===== src/sv/bxt_pkg.sv =====
// Package for the bounded XML tokenizer.
// Holds the transfer payload types, token kind and error codes, and byte constants.
// No dependencies.
package bxt_pkg;

    localparam logic OP_DATA = 1'b0;
    localparam logic OP_EOS  = 1'b1;

    localparam logic [1:0] KIND_TEXT    = 2'd0;
    localparam logic [1:0] KIND_TAG     = 2'd1;
    localparam logic [1:0] KIND_SPECIAL = 2'd2;
    localparam logic [1:0] KIND_ERROR   = 2'd3;

    localparam logic [2:0] ERR_NONE         = 3'd0;
    localparam logic [2:0] ERR_OPEN_COMMENT = 3'd1;
    localparam logic [2:0] ERR_OPEN_PI      = 3'd2;
    localparam logic [2:0] ERR_DECL         = 3'd3;
    localparam logic [2:0] ERR_OPEN_MARKUP  = 3'd4;
    localparam logic [2:0] ERR_WINDOW       = 3'd5;

    localparam logic [7:0] CH_LT     = 8'h3C;
    localparam logic [7:0] CH_GT     = 8'h3E;
    localparam logic [7:0] CH_BANG   = 8'h21;
    localparam logic [7:0] CH_QMARK  = 8'h3F;
    localparam logic [7:0] CH_DASH   = 8'h2D;
    localparam logic [7:0] CH_DQUOTE = 8'h22;
    localparam logic [7:0] CH_SQUOTE = 8'h27;

    localparam int          WINDOW_BITS  = 16;
    localparam logic [15:0] WINDOW_RESET = 16'd4096;

    typedef struct packed {
        logic       opcode;
        logic [7:0] data_byte;
    } t_bxt_in;

    typedef struct packed {
        logic [1:0]  token_kind;
        logic [15:0] token_length;
        logic [2:0]  error_code;
    } t_bxt_out;

endpackage


===== src/sv/bxt_core.sv =====
// Tokenizer core: per-byte state update and the result register.
// Depends on bxt_pkg.
module bxt_core #(
    parameter int LENGTH_BITS = 16
) (
    input  logic                       i_clk,
    input  logic                       i_rst_n,
    input  logic                       i_step,
    input  bxt_pkg::t_bxt_in           i_item,
    input  logic [bxt_pkg::WINDOW_BITS-1:0] i_max_window,
    input  logic                       i_out_ready,
    output logic                       o_take,
    output logic                       o_out_valid,
    output bxt_pkg::t_bxt_out          o_out
);
    import bxt_pkg::*;

    localparam int CW = (LENGTH_BITS > WINDOW_BITS) ? LENGTH_BITS : WINDOW_BITS;
    localparam logic [CW-1:0] LEN_MAX = CW'((64'd1 << LENGTH_BITS) - 64'd1);

    localparam logic [1:0] Q_NONE   = 2'd0;
    localparam logic [1:0] Q_DOUBLE = 2'd1;
    localparam logic [1:0] Q_SINGLE = 2'd2;

    typedef enum logic [2:0] {
        PH_IDLE, PH_TEXT, PH_LT, PH_BANG, PH_BANGDASH, PH_COMMENT, PH_PI, PH_TAG
    } t_phase;

    t_phase                 r_phase, n_phase;
    logic [LENGTH_BITS-1:0] r_len, n_len;
    logic [1:0]             r_quote, n_quote;
    logic [1:0]             r_match, n_match;
    logic                   r_err, n_err;
    logic                   r_out_valid;
    t_bxt_out               r_out;

    logic                   emit;
    logic [1:0]             e_kind;
    logic [LENGTH_BITS-1:0] e_len;
    logic [2:0]             e_code;
    logic [CW-1:0]          len_ext, win_ext, limit, e_len_ext;
    logic [LENGTH_BITS-1:0] len_inc;
    logic [7:0]             b;

    assign o_take      = i_step && (!r_out_valid || i_out_ready);
    assign o_out_valid = r_out_valid;
    assign o_out       = r_out;

    assign b         = i_item.data_byte;
    assign len_ext   = CW'(r_len);
    assign win_ext   = CW'(i_max_window);
    assign limit     = (win_ext < LEN_MAX) ? win_ext : LEN_MAX;
    assign len_inc   = r_len + LENGTH_BITS'(1);
    assign e_len_ext = CW'(e_len);

    always_comb begin
        n_phase = r_phase;
        n_len   = r_len;
        n_quote = r_quote;
        n_match = r_match;
        n_err   = r_err;
        emit    = 1'b0;
        e_kind  = KIND_TEXT;
        e_len   = '0;
        e_code  = ERR_NONE;
        if (i_item.opcode == OP_EOS) begin
            if (!r_err) begin
                unique case (r_phase)
                    PH_TEXT: begin
                        emit  = 1'b1;
                        e_len = r_len;
                    end
                    PH_LT, PH_TAG: begin
                        emit   = 1'b1;
                        e_kind = KIND_ERROR;
                        e_code = ERR_OPEN_MARKUP;
                    end
                    PH_BANG, PH_BANGDASH: begin
                        emit   = 1'b1;
                        e_kind = KIND_ERROR;
                        e_code = ERR_DECL;
                    end
                    PH_COMMENT: begin
                        emit   = 1'b1;
                        e_kind = KIND_ERROR;
                        e_code = ERR_OPEN_COMMENT;
                    end
                    PH_PI: begin
                        emit   = 1'b1;
                        e_kind = KIND_ERROR;
                        e_code = ERR_OPEN_PI;
                    end
                    PH_IDLE: ;
                endcase
            end
            n_phase = PH_IDLE;
            n_len   = '0;
            n_quote = Q_NONE;
            n_match = 2'd0;
            n_err   = 1'b0;
        end else if (!r_err) begin
            if (len_ext >= limit) begin
                emit   = 1'b1;
                e_kind = KIND_ERROR;
                e_code = ERR_WINDOW;
                n_err  = 1'b1;
            end else begin
                n_len = len_inc;
                unique case (r_phase)
                    PH_IDLE: begin
                        n_phase = (b == CH_LT) ? PH_LT : PH_TEXT;
                    end
                    PH_TEXT: begin
                        if (b == CH_LT) begin
                            emit    = 1'b1;
                            e_len   = r_len;
                            n_len   = LENGTH_BITS'(1);
                            n_phase = PH_LT;
                        end
                    end
                    PH_LT: begin
                        priority if (b == CH_BANG) begin
                            n_phase = PH_BANG;
                        end else if (b == CH_QMARK) begin
                            n_phase = PH_PI;
                            n_match = 2'd0;
                        end else if (b == CH_GT) begin
                            emit    = 1'b1;
                            e_kind  = KIND_TAG;
                            e_len   = len_inc;
                            n_phase = PH_IDLE;
                            n_len   = '0;
                            n_quote = Q_NONE;
                            n_match = 2'd0;
                        end else begin
                            n_phase = PH_TAG;
                            n_quote = (b == CH_DQUOTE) ? Q_DOUBLE :
                                      (b == CH_SQUOTE) ? Q_SINGLE : Q_NONE;
                        end
                    end
                    PH_BANG, PH_BANGDASH: begin
                        if (b != CH_DASH) begin
                            emit   = 1'b1;
                            e_kind = KIND_ERROR;
                            e_code = ERR_DECL;
                            n_err  = 1'b1;
                        end else if (r_phase == PH_BANG) begin
                            n_phase = PH_BANGDASH;
                        end else begin
                            n_phase = PH_COMMENT;
                            n_match = 2'd0;
                        end
                    end
                    PH_COMMENT: begin
                        priority if (b == CH_DASH) begin
                            if (r_match < 2'd2) n_match = r_match + 2'd1;
                        end else if (b == CH_GT && r_match == 2'd2) begin
                            emit    = 1'b1;
                            e_kind  = KIND_SPECIAL;
                            e_len   = len_inc;
                            n_phase = PH_IDLE;
                            n_len   = '0;
                            n_quote = Q_NONE;
                            n_match = 2'd0;
                        end else begin
                            n_match = 2'd0;
                        end
                    end
                    PH_PI: begin
                        priority if (b == CH_QMARK) begin
                            n_match = 2'd1;
                        end else if (b == CH_GT && r_match == 2'd1) begin
                            emit    = 1'b1;
                            e_kind  = KIND_SPECIAL;
                            e_len   = len_inc;
                            n_phase = PH_IDLE;
                            n_len   = '0;
                            n_quote = Q_NONE;
                            n_match = 2'd0;
                        end else begin
                            n_match = 2'd0;
                        end
                    end
                    PH_TAG: begin
                        priority if (r_quote == Q_DOUBLE) begin
                            if (b == CH_DQUOTE) n_quote = Q_NONE;
                        end else if (r_quote == Q_SINGLE) begin
                            if (b == CH_SQUOTE) n_quote = Q_NONE;
                        end else if (b == CH_DQUOTE) begin
                            n_quote = Q_DOUBLE;
                        end else if (b == CH_SQUOTE) begin
                            n_quote = Q_SINGLE;
                        end else if (b == CH_GT) begin
                            emit    = 1'b1;
                            e_kind  = KIND_TAG;
                            e_len   = len_inc;
                            n_phase = PH_IDLE;
                            n_len   = '0;
                            n_quote = Q_NONE;
                            n_match = 2'd0;
                        end
                    end
                endcase
            end
        end
    end

    always_ff @(posedge i_clk) begin
        if (!i_rst_n) begin
            r_phase     <= PH_IDLE;
            r_len       <= '0;
            r_quote     <= Q_NONE;
            r_match     <= 2'd0;
            r_err       <= 1'b0;
            r_out_valid <= 1'b0;
        end else if (o_take) begin
            r_phase     <= n_phase;
            r_len       <= n_len;
            r_quote     <= n_quote;
            r_match     <= n_match;
            r_err       <= n_err;
            r_out_valid <= emit;
            if (emit) begin
                r_out.token_kind   <= e_kind;
                r_out.token_length <= e_len_ext[15:0];
                r_out.error_code   <= e_code;
            end
        end else if (i_out_ready) begin
            r_out_valid <= 1'b0;
        end
    end

endmodule


===== src/sv/bounded_xml_tokenizer.sv =====
// Bounded XML tokenizer top level: input register, window register, core.
// A result passes through the input register, then the core's result register.
// Throughput: one item per cycle unless the output stalls; the per-byte update
// is one state step.
// Reset (synchronous, active low) clears the token state, error flag and
// both valid flags, and sets max_window to 4096. Depends on bxt_pkg, bxt_core.
module bounded_xml_tokenizer #(
    parameter int LENGTH_BITS = 16
) (
    input  logic                       i_clk,
    input  logic                       i_rst_n,
    input  logic                       i_in_valid,
    output logic                       o_in_ready,
    input  bxt_pkg::t_bxt_in           i_in,
    output logic                       o_out_valid,
    input  logic                       i_out_ready,
    output bxt_pkg::t_bxt_out          o_out,
    input  logic                       i_cfg_valid,
    output logic                       o_cfg_ready,
    input  logic [bxt_pkg::WINDOW_BITS-1:0] i_cfg_data
);
    import bxt_pkg::*;

    logic                   r_in_valid;
    t_bxt_in                r_in;
    logic [WINDOW_BITS-1:0] r_max_window;
    logic                   take;

    assign o_in_ready  = !r_in_valid || take;
    assign o_cfg_ready = 1'b1;

    always_ff @(posedge i_clk) begin
        if (!i_rst_n) begin
            r_in_valid   <= 1'b0;
            r_max_window <= WINDOW_RESET;
        end else begin
            if (i_in_valid && o_in_ready) begin
                r_in_valid <= 1'b1;
                r_in       <= i_in;
            end else if (take) begin
                r_in_valid <= 1'b0;
            end
            if (i_cfg_valid) r_max_window <= i_cfg_data;
        end
    end

    bxt_core #(
        .LENGTH_BITS(LENGTH_BITS)
    ) u_core (
        .i_clk        (i_clk),
        .i_rst_n      (i_rst_n),
        .i_step       (r_in_valid),
        .i_item       (r_in),
        .i_max_window (r_max_window),
        .i_out_ready  (i_out_ready),
        .o_take       (take),
        .o_out_valid  (o_out_valid),
        .o_out        (o_out)
    );

endmodule


===== config.mk =====
export PLATFORM = sky130hd
export DESIGN_NAME = bounded_xml_tokenizer
export DESIGN_NICKNAME = d
export VERILOG_FILES = /design/src/sv/bxt_pkg.sv /design/src/sv/bxt_core.sv /design/src/sv/bounded_xml_tokenizer.sv
export SDC_FILE = /design/constraint.sdc
export NUM_CORES = 1
export LEC_CHECK = 0
export ABC_AREA = 1
export BUFFER_PORTS_ARGS = -buffer_cell sky130_fd_sc_hd__buf_2
export CORE_ASPECT_RATIO = 0.75
export CORE_MARGIN = 4
export CORE_UTILIZATION = 50
export DETAILED_ROUTE_END_ITERATION = 12
export GPL_ROUTABILITY_DRIVEN = 1
export PLACE_DENSITY = 0.7
export SKIP_LAST_GASP = 1
export SYNTH_ARGS = -nofsm -noshare
export SYNTH_HDL_FRONTEND = slang
export SYNTH_SLANG_ARGS = --single-unit

===== constraint.sdc =====
create_clock -name i_clk -period 2.9 [get_ports i_clk]
set_input_delay 0.435 -clock i_clk [delete_from_list [all_inputs] [get_ports i_clk]]
set_output_delay 0.435 -clock i_clk [all_outputs]
set_load 0.005 [all_outputs]

==> flow_summary_export.csv <==
group,metric,value,unit
placement,post-place-ws,0.473,ns
critical_path,cp-start-kind,"flip-flop",
route,drt_wl_total,11.8,mm
clock_tree,numCtsBuffers,9,
pwr,clockPowerShare,42.2,%
pwr,p_seq_share,43.4,%
logic_synthesis,synth_ff_type,"dfxtp_1",
pwr,power_density,497,mW/mm^2
critical_path,r2r_slack,0.42,ns
sta,slew_violations,0,
cells_and_area,drive_gt1_share,15.4,%
pwr,comb_power_share,14.4,%
grt,globalRouteOverflowTotal,0,
placement,dp_hpwl,9.06,mm
floorplan,initial_core_util,51.3,%
route,remaining_drc_errors,0,
worst_hold_path,hp-class,"in -> reg",
sta,fin_skew,0.00769,ns
logic_synthesis,syn_area,0.00464,mm^2
placement,place.port_buffers,52,
floorplan,die_area,0.0109,mm^2
cells_and_area,finalNetCount,756,
critical_path,crit_chain,"ha_1 -> a21oi_1 -> a21oi_1 -> nor2_1 -> nand3_1 -> nor2_2 -> o211ai_1 -> a21oi_1",
run_status,outcome,"completed",
critical_path,critPathArrivalTime,2.67,ns
critical_path,cp.required,3.09,ns
flow_run,drv_cap,0,
pwr,switching_share,27.7,%
sta,rsz0062_at_grt,"false",
critical_path,cp_slowest_cell,"nor2_2",
grt,grt_max_degree,31,
grt,grt_pass1_wl,19.9,mm
logic_synthesis,yosysMostFrequentCell,"nand2_1",
logic_synthesis,ys_seq_elements,72,
logic_synthesis,synth.distinct_cells,36,
floorplan,core-area,0.00905,mm^2
sta,finalHoldViolations,0,
grt,antenna_found_initial,0,
logic_synthesis,synth_top_area_share,19.4,%
critical_path,cp_num_buf_inv,0,
critical_path,rr_worst_depth,8,
sta,setup-tns-final,0,ns
pwr,ir_drop,0.367,mV
critical_path,end_kind,"flip-flop",
sta,post-route-period-util,85.5,%
floorplan,rows,30,
sta,hold_ws,0.267,ns
route,detail-route-antenna-nets,0,
logic_synthesis,syn_area_per_cell,7.02,um^2
placement,routabilityCongestion,0.959,
critical_path,critical-path-top-delay-family,"simple AND/OR/NAND/NOR gates",
logic_synthesis,synth_common_cells,"nand2_1 (159), inv_1 (73), nor2_1 (69), a21oi_1 (58), o21ai_0 (52)",
logic_synthesis,async_flop_share,0,%
clock_tree,clock_latency,0.34,ns
sta,setup_violations,0,
sta,min_period,2.48,ns
critical_path,r2r-start,"u_core.len_ext[11]",
clock_tree,cts_buffer_depth,2,
floorplan,fp.dieH,91.4,um
clock_tree,hold_buffers,0,
critical_path,r2r-end,"u_core.o_out[3]",
grt,grt_pass1_vias,4065,
clock_tree,htree_levels,3,
pwr,internal-power,1.90,mW
pwr,switching_power,0.730,mW
logic_synthesis,synth_edf_count,30,
route,vias_per_cell,5.32,
cells_and_area,antenna_cells,0,
clock_tree,cts.sink_count,72,
logic_synthesis,yosysWarnings,0,
route,drtIter0Drc,435,
critical_path,cpMostUsedCell,"a21oi_1",
route,dr.pass1.iters,5,
critical_path,path_max_fanout,16,
sta,timing.slew.headroom,55.2,%
cells_and_area,multi_input_area,0.00247,mm^2
clock_tree,cts_resized,0,
floorplan,ios,54,
grt,grt.total_usage,22.4,%
clock_tree,cts_setup_buffers,0,
logic_synthesis,synth_top_area_cell,"edfxtp_1",
logic_synthesis,seq_area_frac_synth,37.5,%
cells_and_area,areaGrowthSynthToFinish,14.2,%
logic_synthesis,synthTopCellsByArea,"edfxtp_1 (19%), dfxtp_1 (18%), nand2_1 (13%)",
clock_tree,cts_root_buf,"clkbuf_16",
critical_path,critical_path.max_stage_delay,0.52,ns
route,via_count,4471,
sta,tightest_slew,0.672,ns
worst_hold_path,whs_path_depth,1,
critical_path,worstSetupPathType,"reg -> reg",
cells_and_area,ff_latch_area,0.00174,mm^2
logic_synthesis,synth_nets,710,
pwr,leakage,2.32,nW
floorplan,die_width,119,um
sta,worst_slack,0.420,ns
clock_tree,cts_tree,"yes",
sta,clock.fmax,0.403,GHz
cells_and_area,fill_cells,871,
critical_path,critPathCapture,"u_core.o_out[3]",
logic_synthesis,syn_inst,661,
critical_path,startpoint,"u_core.len_ext[11]",
route,wire_per_inst,14.0,um
critical_path,path_depth,8,
clock_tree,clk_pin_slew,0.06,ns
pwr,power,2.63,mW
through the flow:
step                util [%]  instance area (um^2)  instances
floorplan                  -                  4640        661
global placement        55.3                  5000        824
detailed placement      55.3                  5000        824
CTS                     58.6                  5300        840
global route            58.6                  5300        840
finish                  58.6                  5300        840
power by group through the flow:
stage / sequential [mW] / combinational (mW) / clock, mW
after floorplan: 1.15 / 0.273 / 0
after global routing: 1.15 / 0.434 / 1.17
after global placement: 1.16 / 0.365 / 0
after detailed placement: 1.16 / 0.371 / 0
after CTS: 1.14 / 0.374 / 1.13
final: 1.14 / 0.378 / 1.11
state kept, by name, summed over array words and instances (netlist names):
signal              flops
u_core.o_out           21
r_max_window           16
u_core.len_ext         16
r_in                    9
u_core.r_phase          3
u_core.r_match          2
u_core.r_quote          2
r_in_valid              1
u_core.o_out_valid      1
u_core.r_err            1
cells by family (layout without fill, tap and decap cells):
family                   after synthesis  after routing  synth area share, %
other                                  1              1               0.0808
AND/OR/NAND/NOR                      320            320                 30.8
XOR/XNOR                              12             12                 2.26
adder cells (fa/ha/maj)               19             19                 5.12
flip-flops                            72             72                 37.5
buffers and inverters                108            159                 9.30
AO/OA/AOI/OAI                        129            129                 14.9
worst min path at each step:
stage	startpoint	endpoint	slack (ns)
after global placement	r_max_window[5]	r_max_window[5]	0.46
after global routing	i_in[2]	r_in[2]	0.26
after floorplan	r_max_window[15]	r_max_window[15]	0.44
after detailed placement	r_max_window[9]	r_max_window[9]	0.46
after CTS	i_in[1]	r_in[1]	0.25
final	i_in[1]	r_in[1]	0.27
metal layers:
| layer | GRT usage [%] | wire, um | part of all wire (%) | vias to the layer above |
|---|---|---|---|---|
| met3 | 5.60 | 1070 | 9.1 | 14 |
| met1 | 34.3 | 5960 | 51 | 1990 |
| met5 | 0 | 0 | 0 | - |
| met2 | 30.8 | 4600 | 39 | 192 |
| li1 | - | - | - | 2275 |
| met4 | 6.17 | 131 | 1.1 | 0 |
placed cells by master, fill, tap and decap left out, types with 3 or more instances in the layout:
| cell type | n |
|---|---|
| o21ai_1 | 4 |
| nor3_1 | 10 |
| inv_1 | 73 |
| nand2_2 | 4 |
| nor2_4 | 7 |
| a21oi_1 | 58 |
| nor2_1 | 69 |
| xor2_1 | 12 |
| edfxtp_1 | 30 |
| inv_2 | 9 |
| o21ai_0 | 52 |
| nor2_2 | 7 |
| buf_2 | 52 |
| clkbuf_16 | 9 |
| ha_1 | 19 |
| nand4_1 | 20 |
| a31oi_1 | 3 |
| dfxtp_1 | 42 |
| nor3_2 | 3 |
| buf_4 | 8 |
| nand3_1 | 39 |
| nand2_1 | 159 |
area by class of cell:
class	instances	share of cell area (%)
clock inverter	6	1.28
inverter	83	5.88
tap	128	3.02
timing repair buffer	60	6.04
sequential	72	32.9
clock buffer	10	4.32
multi-input combinational	481	46.6
Note: power is estimated with default switching activity, not from simulation.
